### config.mk
export PLATFORM = sky130hd
export DESIGN_NAME = fcfs_run_queue_with_steal
export DESIGN_NICKNAME = d
export VERILOG_FILES = /design/src/rtl/fcfsrq_pkg.sv /design/src/rtl/fcfsrq_cell.sv /design/src/rtl/fcfsrq_zq.sv /design/src/rtl/fcfs_run_queue_with_steal.sv
export SDC_FILE = /design/constraint.sdc
export NUM_CORES = 1
export LEC_CHECK = 0
export ABC_AREA = 1
export BUFFER_PORTS_ARGS = -buffer_cell sky130_fd_sc_hd__buf_2
export CAP_MARGIN = 0
export CORE_ASPECT_RATIO = 0.5
export CORE_MARGIN = 5
export CORE_UTILIZATION = 45
export CTS_CLUSTER_DIAMETER = 60
export DETAILED_ROUTE_END_ITERATION = 8
export SYNTH_ARGS = -nofsm -noshare
export SYNTH_HDL_FRONTEND = slang
export SYNTH_SLANG_ARGS = --single-unit
### constraint.sdc
create_clock -name i_clk -period 4.68 [get_ports i_clk]
set_input_delay 0.702 -clock i_clk [delete_from_list [all_inputs] [get_ports i_clk]]
set_output_delay 0.702 -clock i_clk [all_outputs]
set_load 0.03 [all_outputs]
### src/rtl/fcfsrq_pkg.sv
`timescale 1ns / 1ps

package fcfsrq_pkg;

    // Default sizes
    localparam int RUN_DEPTH_DEF    = 16;
    localparam int ZOMBIE_DEPTH_DEF = 8;
    localparam int CPU_BITS_DEF     = 4;
    localparam int ID_BITS_DEF      = 8;

    // Fixed field widths of the result channel
    localparam int MODE_W   = 3;
    localparam int KIND_W   = 2;
    localparam int OUT_ID_W = 8;
    localparam int QCNT_W   = 5;

    // Descriptor flag bits, low end of a packed descriptor {id, cpu, flags}
    localparam int DESC_FLAG_W = 4;
    localparam int DESC_READY  = 3;
    localparam int DESC_IDLE   = 2;
    localparam int DESC_INIT   = 1;
    localparam int DESC_HARD   = 0;

    // Match classes kept per cell: three steal levels and the head-first match
    localparam int PICK_W  = 4;
    localparam int UP_W    = 3;
    localparam int PICK_L0 = 0;
    localparam int PICK_L1 = 1;
    localparam int PICK_L2 = 2;
    localparam int PICK_DN = 3;

    typedef enum logic [MODE_W-1:0] {
        MODE_ENQ    = 3'd0,
        MODE_REMOVE = 3'd1,
        MODE_FETCH  = 3'd2,
        MODE_STEAL  = 3'd3,
        MODE_TICK   = 3'd4
    } t_mode;

    typedef enum logic [KIND_W-1:0] {
        KIND_ACK     = 2'd0,
        KIND_THREAD  = 2'd1,
        KIND_ZOMBIE  = 2'd2,
        KIND_RESCHED = 2'd3
    } t_kind;

    typedef enum logic [2:0] {
        ST_IDLE,
        ST_MATCH,
        ST_FIRST,
        ST_APPLY,
        ST_EMIT,
        ST_ZREAD,
        ST_ZEMIT
    } t_state;

    typedef enum logic [1:0] {
        OP_HOLD,
        OP_MATCH,
        OP_FIRST,
        OP_SHIFT
    } t_cell_op;

    typedef struct packed {
        t_cell_op              op;
        logic                  fetch;
        logic [PICK_W-1:0]     pick;
    } t_cell_ctl;

endpackage

### src/rtl/fcfsrq_cell.sv
`timescale 1ns / 1ps

module fcfsrq_cell #(
    parameter int ID_BITS  = fcfsrq_pkg::ID_BITS_DEF,
    parameter int CPU_BITS = fcfsrq_pkg::CPU_BITS_DEF
) (
    input  logic                                              i_clk,
    input  fcfsrq_pkg::t_cell_ctl                             i_ctl,
    input  logic                                              i_occ,
    input  logic                                              i_wr,
    input  logic [ID_BITS+CPU_BITS+fcfsrq_pkg::DESC_FLAG_W-1:0] i_new_desc,
    input  logic [ID_BITS+CPU_BITS+fcfsrq_pkg::DESC_FLAG_W-1:0] i_next_desc,
    input  logic [ID_BITS-1:0]                                i_key_id,
    input  logic [ID_BITS-1:0]                                i_cur_id,
    input  logic [CPU_BITS-1:0]                               i_cpu,
    input  logic [fcfsrq_pkg::UP_W-1:0]                       i_up_seen,
    input  logic                                              i_dn_seen,
    input  logic                                              i_sel_seen,
    output logic [ID_BITS+CPU_BITS+fcfsrq_pkg::DESC_FLAG_W-1:0] o_desc,
    output logic [fcfsrq_pkg::UP_W-1:0]                       o_up_seen,
    output logic                                              o_dn_seen,
    output logic                                              o_sel_seen,
    output logic                                              o_sel,
    output logic [ID_BITS-1:0]                                o_hit
);

    localparam int DESC_W = ID_BITS + CPU_BITS + fcfsrq_pkg::DESC_FLAG_W;

    logic [DESC_W-1:0]             r_desc;
    logic [fcfsrq_pkg::PICK_W-1:0] r_m;
    logic [fcfsrq_pkg::PICK_W-1:0] r_f;
    logic [fcfsrq_pkg::PICK_W-1:0] n_m;
    logic [fcfsrq_pkg::PICK_W-1:0] n_f;
    logic [ID_BITS-1:0]            w_id;
    logic [CPU_BITS-1:0]           w_cpu;
    logic                          w_elig;
    logic                          w_sel;

    assign w_id  = r_desc[DESC_W-1 -: ID_BITS];
    assign w_cpu = r_desc[CPU_BITS+fcfsrq_pkg::DESC_FLAG_W-1 -: CPU_BITS];

    // Stealable: ready, neither idle nor init, and not the running thread
    assign w_elig = i_occ && r_desc[fcfsrq_pkg::DESC_READY]
                 && !r_desc[fcfsrq_pkg::DESC_IDLE] && !r_desc[fcfsrq_pkg::DESC_INIT]
                 && (w_id != i_cur_id);

    always_comb begin
        n_m = '0;
        n_m[fcfsrq_pkg::PICK_L0] = w_elig && (w_cpu == i_cpu);
        n_m[fcfsrq_pkg::PICK_L1] = w_elig && !r_desc[fcfsrq_pkg::DESC_HARD];
        n_m[fcfsrq_pkg::PICK_L2] = w_elig && r_desc[fcfsrq_pkg::DESC_HARD];
        n_m[fcfsrq_pkg::PICK_DN] = i_occ && (i_ctl.fetch || (w_id == i_key_id));

        // First match seen from the tail for steal levels, from the head otherwise
        n_f = '0;
        n_f[fcfsrq_pkg::UP_W-1:0] = r_m[fcfsrq_pkg::UP_W-1:0] & ~i_up_seen;
        n_f[fcfsrq_pkg::PICK_DN]  = r_m[fcfsrq_pkg::PICK_DN] && !i_dn_seen;
    end

    assign o_up_seen  = i_up_seen | r_m[fcfsrq_pkg::UP_W-1:0];
    assign o_dn_seen  = i_dn_seen | r_m[fcfsrq_pkg::PICK_DN];
    assign w_sel      = |(r_f & i_ctl.pick);
    assign o_sel      = w_sel;
    assign o_sel_seen = i_sel_seen | w_sel;
    assign o_hit      = w_sel ? w_id : '0;
    assign o_desc     = r_desc;

    always_ff @(posedge i_clk) begin
        if (i_wr) begin
            r_desc <= i_new_desc;
        end else if (i_ctl.op == fcfsrq_pkg::OP_SHIFT && (i_sel_seen || w_sel)) begin
            r_desc <= i_next_desc;
        end
        if (i_ctl.op == fcfsrq_pkg::OP_MATCH) begin
            r_m <= n_m;
        end
        if (i_ctl.op == fcfsrq_pkg::OP_FIRST) begin
            r_f <= n_f;
        end
    end

endmodule

### src/rtl/fcfsrq_zq.sv
`timescale 1ns / 1ps

module fcfsrq_zq #(
    parameter int ZOMBIE_DEPTH = fcfsrq_pkg::ZOMBIE_DEPTH_DEF,
    parameter int ID_BITS      = fcfsrq_pkg::ID_BITS_DEF,
    localparam int ZA_W        = (ZOMBIE_DEPTH > 1) ? $clog2(ZOMBIE_DEPTH) : 1
) (
    input  logic               i_clk,
    input  logic               i_wr,
    input  logic [ZA_W-1:0]    i_wr_addr,
    input  logic [ID_BITS-1:0] i_wr_data,
    input  logic               i_rd,
    input  logic [ZA_W-1:0]    i_rd_addr,
    output logic [ID_BITS-1:0] o_rd_data
);

    logic [ID_BITS-1:0] r_mem [ZOMBIE_DEPTH];
    logic [ID_BITS-1:0] r_rd_data;

    always_ff @(posedge i_clk) begin
        if (i_wr) begin
            r_mem[i_wr_addr] <= i_wr_data;
        end
        if (i_rd) begin
            r_rd_data <= r_mem[i_rd_addr];
        end
    end

    assign o_rd_data = r_rd_data;

endmodule

### src/rtl/fcfs_run_queue_with_steal.sv
`timescale 1ns / 1ps

// FCFS run queue with work stealing. The run queue is a row of RUN_DEPTH
// cells, head at cell 0, each holding one thread descriptor captured at
// enqueue; dying threads go to a separate zombie store of ZOMBIE_DEPTH ids.
// One command is handled at a time. Enqueue, and an unknown mode, pass
// MATCH and then EMIT, which loads the output register. Remove, fetch and
// steal add FIRST and APPLY after MATCH: every cell compares in parallel, a
// one-bit ripple through the cell row picks the first match (oldest for
// remove and fetch, nearest the tail per preference level for steal), and
// the cells past the pick then shift one place toward the head. Tick reads
// the zombie store one id at a time through its registered port, emits
// each zombie id and ends with a final reschedule result. Every result
// reports the run-queue count after the command; a full queue drops the
// enqueue and flags overflow, as does a full zombie store for a dying
// thread. The input side stays ready while a finished result waits at the
// output register, and output stalls hold the block in its current step.
module fcfs_run_queue_with_steal #(
    parameter int RUN_DEPTH    = fcfsrq_pkg::RUN_DEPTH_DEF,
    parameter int ZOMBIE_DEPTH = fcfsrq_pkg::ZOMBIE_DEPTH_DEF,
    parameter int CPU_BITS     = fcfsrq_pkg::CPU_BITS_DEF,
    parameter int ID_BITS      = fcfsrq_pkg::ID_BITS_DEF
) (
    input  logic                            i_clk,
    input  logic                            i_rst_n,
    input  logic                            i_in_valid,
    output logic                            o_in_ready,
    input  logic [fcfsrq_pkg::MODE_W-1:0]   i_mode,
    input  logic [ID_BITS-1:0]              i_thread_id,
    input  logic                            i_dying,
    input  logic                            i_ready_req,
    input  logic                            i_idle_thread,
    input  logic                            i_init_thread,
    input  logic [CPU_BITS-1:0]             i_affinity_cpu,
    input  logic                            i_affinity_hard,
    input  logic [CPU_BITS-1:0]             i_thief_cpu,
    input  logic [ID_BITS-1:0]              i_current_thread,
    output logic                            o_out_valid,
    input  logic                            i_out_ready,
    output logic [fcfsrq_pkg::KIND_W-1:0]   o_kind,
    output logic [fcfsrq_pkg::OUT_ID_W-1:0] o_out_thread,
    output logic                            o_last,
    output logic [fcfsrq_pkg::QCNT_W-1:0]   o_queue_count,
    output logic                            o_overflow
);

    localparam int DESC_W = ID_BITS + CPU_BITS + fcfsrq_pkg::DESC_FLAG_W;
    localparam int CNT_W  = $clog2(RUN_DEPTH + 1);
    localparam int ZC_W   = $clog2(ZOMBIE_DEPTH + 1);
    localparam int ZA_W   = (ZOMBIE_DEPTH > 1) ? $clog2(ZOMBIE_DEPTH) : 1;

    // Control state
    fcfsrq_pkg::t_state r_state, n_state;
    logic [CNT_W-1:0]   r_count, n_count;
    logic [ZC_W-1:0]    r_zcount, n_zcount;
    logic [ZC_W-1:0]    r_zidx, n_zidx;
    logic               r_out_valid;

    // Command held for the duration of its work
    fcfsrq_pkg::t_mode  r_mode;
    logic [ID_BITS-1:0] r_tid;
    logic               r_dying;
    logic [DESC_W-1:0]  r_new_desc;
    logic [CPU_BITS-1:0] r_stealer;
    logic [ID_BITS-1:0] r_cur;

    // Resolve results from the cell row
    logic [fcfsrq_pkg::UP_W-1:0] r_any_up;
    logic                        r_any_dn;

    // Pending result
    fcfsrq_pkg::t_kind             r_res_kind, n_res_kind;
    logic [fcfsrq_pkg::OUT_ID_W-1:0] r_res_id, n_res_id;
    logic                          r_res_ovf, n_res_ovf;

    // Output register
    fcfsrq_pkg::t_kind               r_kind;
    logic [fcfsrq_pkg::OUT_ID_W-1:0] r_out_id;
    logic                            r_last;
    logic [fcfsrq_pkg::QCNT_W-1:0]   r_qcount;
    logic                            r_ovf;

    // Combinational control
    logic                            w_accept;
    logic                            w_out_free;
    logic                            w_out_load;
    fcfsrq_pkg::t_kind               w_out_kind;
    logic [fcfsrq_pkg::OUT_ID_W-1:0] w_out_id;
    logic                            w_out_last;
    logic                            w_out_ovf;
    logic                            w_run_wr;
    logic                            w_zq_wr;
    logic                            w_zq_rd;
    logic [ID_BITS-1:0]              w_zq_data;
    fcfsrq_pkg::t_cell_ctl           w_ctl;
    logic [fcfsrq_pkg::PICK_W-1:0]   w_pick;
    logic                            w_found;
    logic [ID_BITS-1:0]              w_hit;

    // Cell row wiring
    logic [DESC_W-1:0]               w_desc     [RUN_DEPTH];
    logic [DESC_W-1:0]               w_next     [RUN_DEPTH];
    logic [ID_BITS-1:0]              w_hit_cell [RUN_DEPTH];
    logic [fcfsrq_pkg::UP_W-1:0]     w_up_seen  [RUN_DEPTH+1];
    logic                            w_dn_seen  [RUN_DEPTH+1];
    logic                            w_sel_seen [RUN_DEPTH+1];
    logic [RUN_DEPTH-1:0]            w_occ;
    logic [RUN_DEPTH-1:0]            w_wr;
    logic [RUN_DEPTH-1:0]            w_sel;

    assign o_in_ready = (r_state == fcfsrq_pkg::ST_IDLE);
    assign w_accept   = i_in_valid && o_in_ready;
    assign w_out_free = !r_out_valid || i_out_ready;

    // ------------------------------------------------------------------
    // Run-queue cell row. Tail-side chains (steal levels) run from the last
    // cell down to cell 0; head-side chains (remove/fetch pick, shift) run
    // from cell 0 up.
    // ------------------------------------------------------------------
    assign w_up_seen[RUN_DEPTH] = '0;
    assign w_dn_seen[0]         = 1'b0;
    assign w_sel_seen[0]        = 1'b0;

    for (genvar gi = 0; gi < RUN_DEPTH; gi++) begin : g_cell
        assign w_occ[gi] = (CNT_W'(gi) < r_count);
        assign w_wr[gi]  = w_run_wr && (r_count == CNT_W'(gi));
        if (gi == RUN_DEPTH - 1) begin : g_tail
            assign w_next[gi] = '0;
        end else begin : g_body
            assign w_next[gi] = w_desc[gi+1];
        end

        fcfsrq_cell #(
            .ID_BITS  (ID_BITS),
            .CPU_BITS (CPU_BITS)
        ) u_cell (
            .i_clk       (i_clk),
            .i_ctl       (w_ctl),
            .i_occ       (w_occ[gi]),
            .i_wr        (w_wr[gi]),
            .i_new_desc  (r_new_desc),
            .i_next_desc (w_next[gi]),
            .i_key_id    (r_tid),
            .i_cur_id    (r_cur),
            .i_cpu       (r_stealer),
            .i_up_seen   (w_up_seen[gi+1]),
            .i_dn_seen   (w_dn_seen[gi]),
            .i_sel_seen  (w_sel_seen[gi]),
            .o_desc      (w_desc[gi]),
            .o_up_seen   (w_up_seen[gi]),
            .o_dn_seen   (w_dn_seen[gi+1]),
            .o_sel_seen  (w_sel_seen[gi+1]),
            .o_sel       (w_sel[gi]),
            .o_hit       (w_hit_cell[gi])
        );
    end

    // At most one cell is picked, so OR the masked ids together
    always_comb begin
        w_hit = '0;
        for (int i = 0; i < RUN_DEPTH; i++) begin
            w_hit = w_hit | w_hit_cell[i];
        end
    end

    // ------------------------------------------------------------------
    // Zombie store
    // ------------------------------------------------------------------
    fcfsrq_zq #(
        .ZOMBIE_DEPTH (ZOMBIE_DEPTH),
        .ID_BITS      (ID_BITS)
    ) u_zq (
        .i_clk     (i_clk),
        .i_wr      (w_zq_wr),
        .i_wr_addr (r_zcount[ZA_W-1:0]),
        .i_wr_data (r_tid),
        .i_rd      (w_zq_rd),
        .i_rd_addr (r_zidx[ZA_W-1:0]),
        .o_rd_data (w_zq_data)
    );

    // ------------------------------------------------------------------
    // Sequencer
    // ------------------------------------------------------------------
    always_comb begin
        n_state    = r_state;
        n_count    = r_count;
        n_zcount   = r_zcount;
        n_zidx     = r_zidx;
        n_res_kind = r_res_kind;
        n_res_id   = r_res_id;
        n_res_ovf  = r_res_ovf;
        w_run_wr   = 1'b0;
        w_zq_wr    = 1'b0;
        w_zq_rd    = 1'b0;
        w_out_load = 1'b0;
        w_out_kind = fcfsrq_pkg::KIND_ACK;
        w_out_id   = '0;
        w_out_last = 1'b1;
        w_out_ovf  = 1'b0;
        w_pick     = '0;
        w_found    = 1'b0;
        w_ctl.op    = fcfsrq_pkg::OP_HOLD;
        w_ctl.fetch = (r_mode == fcfsrq_pkg::MODE_FETCH);
        w_ctl.pick  = '0;

        unique case (r_state)
            fcfsrq_pkg::ST_IDLE: begin
                if (i_in_valid) begin
                    n_state = fcfsrq_pkg::ST_MATCH;
                end
            end

            fcfsrq_pkg::ST_MATCH: begin
                n_res_kind = fcfsrq_pkg::KIND_ACK;
                n_res_id   = '0;
                n_res_ovf  = 1'b0;
                n_state    = fcfsrq_pkg::ST_EMIT;
                unique case (r_mode)
                    fcfsrq_pkg::MODE_ENQ: begin
                        // Append to the tail, or drop and flag when full
                        if (r_dying) begin
                            if (r_zcount >= ZC_W'(ZOMBIE_DEPTH)) begin
                                n_res_ovf = 1'b1;
                            end else begin
                                w_zq_wr  = 1'b1;
                                n_zcount = r_zcount + ZC_W'(1);
                            end
                        end else begin
                            if (r_count >= CNT_W'(RUN_DEPTH)) begin
                                n_res_ovf = 1'b1;
                            end else begin
                                w_run_wr = 1'b1;
                                n_count  = r_count + CNT_W'(1);
                            end
                        end
                    end
                    fcfsrq_pkg::MODE_REMOVE,
                    fcfsrq_pkg::MODE_FETCH,
                    fcfsrq_pkg::MODE_STEAL: begin
                        w_ctl.op = fcfsrq_pkg::OP_MATCH;
                        n_state  = fcfsrq_pkg::ST_FIRST;
                    end
                    fcfsrq_pkg::MODE_TICK: begin
                        n_zidx = '0;
                        if (r_zcount == '0) begin
                            n_res_kind = fcfsrq_pkg::KIND_RESCHED;
                        end else begin
                            n_state = fcfsrq_pkg::ST_ZREAD;
                        end
                    end
                    default: begin
                        // Unknown mode: acknowledge only
                    end
                endcase
            end

            fcfsrq_pkg::ST_FIRST: begin
                w_ctl.op = fcfsrq_pkg::OP_FIRST;
                n_state  = fcfsrq_pkg::ST_APPLY;
            end

            fcfsrq_pkg::ST_APPLY: begin
                // Steal prefers a cpu match, then soft, then hard affinity
                if (r_mode == fcfsrq_pkg::MODE_STEAL) begin
                    priority if (r_any_up[fcfsrq_pkg::PICK_L0]) begin
                        w_pick[fcfsrq_pkg::PICK_L0] = 1'b1;
                    end else if (r_any_up[fcfsrq_pkg::PICK_L1]) begin
                        w_pick[fcfsrq_pkg::PICK_L1] = 1'b1;
                    end else if (r_any_up[fcfsrq_pkg::PICK_L2]) begin
                        w_pick[fcfsrq_pkg::PICK_L2] = 1'b1;
                    end else begin
                        w_pick = '0;
                    end
                end else begin
                    w_pick[fcfsrq_pkg::PICK_DN] = 1'b1;
                end
                w_found    = |(w_pick & {r_any_dn, r_any_up});
                w_ctl.op   = fcfsrq_pkg::OP_SHIFT;
                w_ctl.pick = w_pick;
                if (w_found) begin
                    n_count = r_count - CNT_W'(1);
                end
                if (w_found && r_mode != fcfsrq_pkg::MODE_REMOVE) begin
                    n_res_kind = fcfsrq_pkg::KIND_THREAD;
                    n_res_id   = fcfsrq_pkg::OUT_ID_W'(w_hit);
                end
                n_state = fcfsrq_pkg::ST_EMIT;
            end

            fcfsrq_pkg::ST_EMIT: begin
                if (w_out_free) begin
                    w_out_load = 1'b1;
                    w_out_kind = r_res_kind;
                    w_out_id   = r_res_id;
                    w_out_ovf  = r_res_ovf;
                    n_state    = fcfsrq_pkg::ST_IDLE;
                end
            end

            fcfsrq_pkg::ST_ZREAD: begin
                w_zq_rd = 1'b1;
                n_state = fcfsrq_pkg::ST_ZEMIT;
            end

            fcfsrq_pkg::ST_ZEMIT: begin
                // Hold the read data until the output register frees up
                if (w_out_free) begin
                    w_out_load = 1'b1;
                    w_out_kind = fcfsrq_pkg::KIND_ZOMBIE;
                    w_out_id   = fcfsrq_pkg::OUT_ID_W'(w_zq_data);
                    w_out_last = 1'b0;
                    n_zidx     = r_zidx + ZC_W'(1);
                    if (n_zidx < r_zcount) begin
                        n_state = fcfsrq_pkg::ST_ZREAD;
                    end else begin
                        n_zcount   = '0;
                        n_res_kind = fcfsrq_pkg::KIND_RESCHED;
                        n_res_id   = '0;
                        n_res_ovf  = 1'b0;
                        n_state    = fcfsrq_pkg::ST_EMIT;
                    end
                end
            end

            default: begin
                n_state = fcfsrq_pkg::ST_IDLE;
            end
        endcase
    end

    always_ff @(posedge i_clk) begin
        if (!i_rst_n) begin
            r_state     <= fcfsrq_pkg::ST_IDLE;
            r_count     <= '0;
            r_zcount    <= '0;
            r_zidx      <= '0;
            r_out_valid <= 1'b0;
        end else begin
            r_state  <= n_state;
            r_count  <= n_count;
            r_zcount <= n_zcount;
            r_zidx   <= n_zidx;
            if (w_out_load) begin
                r_out_valid <= 1'b1;
            end else if (i_out_ready) begin
                r_out_valid <= 1'b0;
            end
        end
    end

    // Payload registers
    always_ff @(posedge i_clk) begin
        if (w_accept) begin
            r_mode     <= fcfsrq_pkg::t_mode'(i_mode);
            r_tid      <= i_thread_id;
            r_dying    <= i_dying;
            r_new_desc <= {i_thread_id, i_affinity_cpu, i_ready_req, i_idle_thread,
                           i_init_thread, i_affinity_hard};
            r_stealer  <= i_thief_cpu;
            r_cur      <= i_current_thread;
        end
        if (r_state == fcfsrq_pkg::ST_FIRST) begin
            r_any_up <= w_up_seen[0];
            r_any_dn <= w_dn_seen[RUN_DEPTH];
        end
        r_res_kind <= n_res_kind;
        r_res_id   <= n_res_id;
        r_res_ovf  <= n_res_ovf;
        if (w_out_load) begin
            r_kind   <= w_out_kind;
            r_out_id <= w_out_id;
            r_last   <= w_out_last;
            r_qcount <= fcfsrq_pkg::QCNT_W'(n_count);
            r_ovf    <= w_out_ovf;
        end
    end

    assign o_out_valid   = r_out_valid;
    assign o_kind        = r_kind;
    assign o_out_thread  = r_out_id;
    assign o_last        = r_last;
    assign o_queue_count = r_qcount;
    assign o_overflow    = r_ovf;

    // ------------------------------------------------------------------
    // Assertions
    // ------------------------------------------------------------------
    a_run_count_bound: assert property (@(posedge i_clk) disable iff (!i_rst_n)
        r_count <= CNT_W'(RUN_DEPTH))
        else $error("run-queue count past depth");

    a_zombie_count_bound: assert property (@(posedge i_clk) disable iff (!i_rst_n)
        r_zcount <= ZC_W'(ZOMBIE_DEPTH))
        else $error("zombie count past depth");

    a_single_pick: assert property (@(posedge i_clk) disable iff (!i_rst_n)
        (r_state == fcfsrq_pkg::ST_APPLY) |-> $onehot0(w_sel))
        else $error("more than one cell picked");

    a_pick_matches_found: assert property (@(posedge i_clk) disable iff (!i_rst_n)
        (r_state == fcfsrq_pkg::ST_APPLY) |-> (w_sel_seen[RUN_DEPTH] == w_found))
        else $error("cell pick disagrees with resolve flags");

    a_drain_in_range: assert property (@(posedge i_clk) disable iff (!i_rst_n)
        (r_state == fcfsrq_pkg::ST_ZEMIT) |-> (r_zidx < r_zcount))
        else $error("zombie drain pointer past fill");

endmodule
==> metrics.txt <==
# TYPE chip_impl_metric gauge
chip_impl_info{name="run_status",value="finished, final reports clean"} 1
chip_impl_metric{name="synth.distinct_cells",unit=""} 56
chip_impl_metric{name="drc_violations_left",unit=""} 0
chip_impl_metric{name="worst_ep_required_time",unit="ns"} 4.70
chip_impl_metric{name="grt_pass1_wl",unit="um"} 133000
chip_impl_info{name="cp-start-kind",value="flip-flop"} 1
chip_impl_info{name="critical_path_cell_with_the_highest_stage_delay",value="nand4_1"} 1
chip_impl_info{name="top_area_cells_in_the_synthesized_netlist",value="edfxtp_1, nand2_1, o21ai_0"} 1
chip_impl_metric{name="finalNetCount",unit=""} 2804
chip_impl_metric{name="grt_pass1_vias",unit=""} 19000
chip_impl_metric{name="static-leakage-power",unit="uW"} 0.0113
chip_impl_info{name="crit_path_start",value="r_mode[2]"} 1
chip_impl_metric{name="hpwl",unit="um"} 68000
chip_impl_metric{name="timing.critical_path.fanout_max",unit=""} 16
chip_impl_metric{name="hold_violations",unit=""} 0
chip_impl_metric{name="vias",unit=""} 21000
chip_impl_metric{name="worstMarginPinSlew",unit="ns"} 1.24
chip_impl_metric{name="max_clock_freq",unit="MHz"} 263
chip_impl_metric{name="post_synthesis_sequential_element_count",unit=""} 537
chip_impl_metric{name="groute.layer.met1.usage",unit="%"} 42.3
chip_impl_metric{name="worstRegToRegCells",unit=""} 13
chip_impl_metric{name="antenna_cells_inserted",unit=""} 0
chip_impl_metric{name="synth_instances",unit=""} 2715
chip_impl_metric{name="fin_tns_setup",unit="ns"} 0
chip_impl_metric{name="dr.pass1.iters",unit=""} 7
chip_impl_metric{name="design.core.area",unit="sq um"} 59300
chip_impl_info{name="cts_tree",value="yes"} 1
chip_impl_metric{name="final_layout_size_suffix_gt1_share",unit="%"} 9.72
chip_impl_metric{name="dr.first_iter.drc_count",unit=""} 3203
chip_impl_metric{name="floorplan.initialDensity",unit="%"} 45.5
chip_impl_metric{name="timing.clock.skew",unit="ns"} 0.0256
chip_impl_metric{name="power.density",unit="nW/um^2"} 437
chip_impl_metric{name="clock_latency",unit="ns"} 0.61
chip_impl_info{name="synth_top_cell_by_area",value="edfxtp_1"} 1
chip_impl_metric{name="grt_start_max_net_pins",unit=""} 66
chip_impl_metric{name="post_cts_resized",unit=""} 0
chip_impl_metric{name="timing.hold.ws",unit="ns"} 0.271
chip_impl_metric{name="final_design_area_no_fill",unit="sq um"} 29800
chip_impl_info{name="rr_endpoint",value="g_cell[14].u_cell.o_desc[10]"} 1
chip_impl_info{name="worstReg2RegStart",value="r_mode[2]"} 1
chip_impl_info{name="worstSetupPathType",value="flip-flop to flip-flop"} 1
chip_impl_metric{name="clk_transition_reported_paths",unit="ns"} 0.07
chip_impl_metric{name="use_met3",unit="%"} 11.5
chip_impl_metric{name="setup-violations-final",unit=""} 0
chip_impl_metric{name="drt-vias-per-instance",unit=""} 5.82
chip_impl_metric{name="shortest_clock_period_the_worst_path_allows_after_layout",unit="ns"} 3.80
chip_impl_metric{name="globalRoute.totalOverflow",unit=""} 0
chip_impl_metric{name="timing.reg2reg.setup_slack",unit="ns"} 0.88
chip_impl_metric{name="clock_tree.htree_level_count",unit=""} 2
chip_impl_metric{name="gp_congestion",unit=""} 1.04
chip_impl_metric{name="placed_area",unit="sq um"} 28300
chip_impl_metric{name="sink_count",unit=""} 537
chip_impl_metric{name="critPathBufInv",unit=""} 2
chip_impl_metric{name="synth_async_reset_ratio",unit="%"} 0
chip_impl_metric{name="cts-hold-fix-buffers",unit=""} 0
chip_impl_metric{name="critical_path_depth",unit=""} 13
chip_impl_info{name="clock_tree.root_cell",value="clkbuf_16"} 1
chip_impl_metric{name="area_delta_synth_final",unit="%"} 10.7
chip_impl_metric{name="synth_largest_type_area_fraction",unit="%"} 57.9
chip_impl_info{name="worst_path_dominant_cell_family",value="simple AND/OR/NAND/NOR gates"} 1
chip_impl_metric{name="grt_antenna_before_repair",unit=""} 0
chip_impl_metric{name="total_grt_usage",unit="%"} 28.2
chip_impl_metric{name="placement_rows",unit=""} 63
chip_impl_metric{name="cap_violations",unit=""} 0
chip_impl_info{name="most-common-layout-cells",value="nand2_1, edfxtp_1, o21ai_0"} 1
chip_impl_metric{name="die_footprint",unit="sq um"} 65200
chip_impl_metric{name="period_share",unit="%"} 81.1
chip_impl_info{name="hp-class",value="input port to flip-flop"} 1
chip_impl_metric{name="global_route.usage.met2",unit="%"} 37.9
chip_impl_metric{name="post-cts-setup-buffers",unit=""} 0
chip_impl_info{name="path_common_cell",value="nor2_4"} 1
chip_impl_metric{name="cp.arrival",unit="ns"} 3.82
chip_impl_info{name="endpoint",value="g_cell[14].u_cell.o_desc[10]"} 1
chip_impl_metric{name="max-clock-path-buffers",unit=""} 3
chip_impl_metric{name="wl",unit="um"} 93200
chip_impl_info{name="setup.worst_path.end_class",value="flip-flop"} 1
chip_impl_metric{name="finalPower",unit="uW"} 13000
chip_impl_metric{name="ys_seq_area_share",unit="%"} 59.2
chip_impl_metric{name="cts_buffer_count",unit=""} 50
chip_impl_metric{name="port_buffers",unit=""} 54
chip_impl_metric{name="ant_nets",unit=""} 0
chip_impl_info{name="global_route.peak_usage_layer",value="met1"} 1
chip_impl_metric{name="die_y",unit="um"} 183
chip_impl_metric{name="synth_area_per_cell",unit="sq um"} 9.93
chip_impl_info{name="worstPathCellList",value="inv_2, nand3_2, nor2_2, nand2_2, inv_2, nand2_1, nand4_2, nor2_4, nand4_4, nor2_4, nand4_4, nor2_4, nand4_1"} 1
chip_impl_metric{name="synth_area",unit="sq um"} 27000
chip_impl_metric{name="cpPeakStageDelay",unit="ns"} 0.80
chip_impl_metric{name="report.final.slew_viol_count",unit=""} 0
chip_impl_metric{name="vdd_ir_drop_max",unit="uV"} 264
chip_impl_metric{name="synth.net_count",unit=""} 2762
chip_impl_metric{name="die_outline_width",unit="um"} 356
chip_impl_metric{name="wl_per_cell",unit="um"} 25.8
chip_impl_metric{name="max_slew_margin_vs_limit",unit="%"} 16.3
chip_impl_info{name="unrepaired_setup_endpoints_after_global_routing",value="false"} 1
chip_impl_metric{name="yosysWarnings",unit=""} 0
chip_impl_metric{name="total_i_o_pin_count",unit=""} 55
chip_impl_info{name="ys.flop_type",value="edfxtp_1"} 1
chip_impl_info{name="mostFrequentLayoutCell",value="nand2_1"} 1
chip_impl_metric{name="synth_enable_flop_cells",unit=""} 520
==> routing by layer <==
metal	routed length (um)	up-vias
met5	0	-
li1	-	9471
met4	2320	0
met1	41200	10300
met2	36400	1157
met3	13300	132
==> flip-flops by register name, indices dropped and copies added (netlist names), 2 cells and up <==
register	cells
g_cell.u_cell.o_desc	256
g_cell.u_cell.r_f	64
g_cell.u_cell.r_m	64
u_zq.r_mem	64
o_out_thread	8
r_cur	8
r_new_desc	8
r_res_id	8
r_tid	8
u_zq.o_rd_data	8
o_queue_count	5
r_count	5
r_stealer	4
r_zcount	4
r_zidx	4
r_any_up	3
r_mode	3
r_state	3
o_kind	2
r_res_kind	2
==> where the power goes <==
part,switching [uW],total (uW),internal (uW)
sequential,596,6650,6050
clock,1880,4030,2150
combinational,1650,2370,724
total,4120,13000,8920
==> Yosys cell counts (7+ instances only) <==
cell and number:
nand3_1 86, xor2_1 55, o41ai_1 7, ha_1 11, a21oi_1 35, nand4_1 87, o22ai_1 25, nor2_1 200
or2_2 37, nor2_4 8, nor3_1 48, inv_2 9, a31oi_1 9, clkbuf_1 115, buf_1 8, xnor2_1 156
dfxtp_1 17, inv_1 223, or4_1 7, a2111oi_0 7, o2111ai_1 8, edfxtp_1 520, o21ai_0 296, nor3b_1 13
nand2_1 615, nor4_1 31, buf_2 8, o221ai_1 8
==> kinds of logic after synthesis <==
family                     synth area share [%]
AOI/OAI and AO/OA                          9.13
xor gates and xnor gates                   6.85
adders and majority gates                 0.510
buffers and inverters                      5.21
DFF                                        59.2
muxes                                    0.0418
and+or+nand+nor                            19.1
==> worst min path at each step <==
stage                                   start             to  slack, ns  depth (start not counted)
after floorplan                     r_zidx[3]      r_zidx[3]       0.45                          2
after global placement              r_zidx[3]      r_zidx[3]       0.47                          2
after detailed placement            r_zidx[3]      r_zidx[3]       0.48                          2
after CTS                 i_current_thread[3]       r_cur[3]       0.25                          1
after global routing          i_affinity_hard  r_new_desc[0]       0.26                          1
final                     i_current_thread[3]       r_cur[3]       0.27                          1
==> cell type report <==
class | instances | area [sq um]
Timing Repair Buffer | 122 | 781
Clock inverter | 26 | 216
Fill cell | 5348 | 29400
Sequential cell | 537 | 16000
Tap cell | 812 | 1020
Inverter | 237 | 892
Clock buffer | 66 | 1340
Multi-Input combinational cell | 1809 | 9630
==> stage by stage <==
stage | instances | setup slack, ns | utilization [%]
floorplan | 2715 | 0.678 | -
global placement | 3516 | 0.837 | 47.7
detailed placement | 3517 | 0.950 | 47.7
CTS | 3609 | 0.907 | 50.3
global route | 3609 | 0.664 | 50.3
finish | 3609 | 0.883 | 50.3
==> worst register-to-register path, stage by stage (launching register included) <==
cell and delay [ns]:
edfxtp_1 0.40, inv_2 0.08, nand3_2 0.20, nor2_2 0.11, nand2_2 0.26, inv_2 0.15
nand2_1 0.10, nand4_2 0.28, nor2_4 0.27, nand4_4 0.12, nor2_4 0.20, nand4_4 0.13
nor2_4 0.13, nand4_1 0.80
Power figures use the tool's default switching activity.
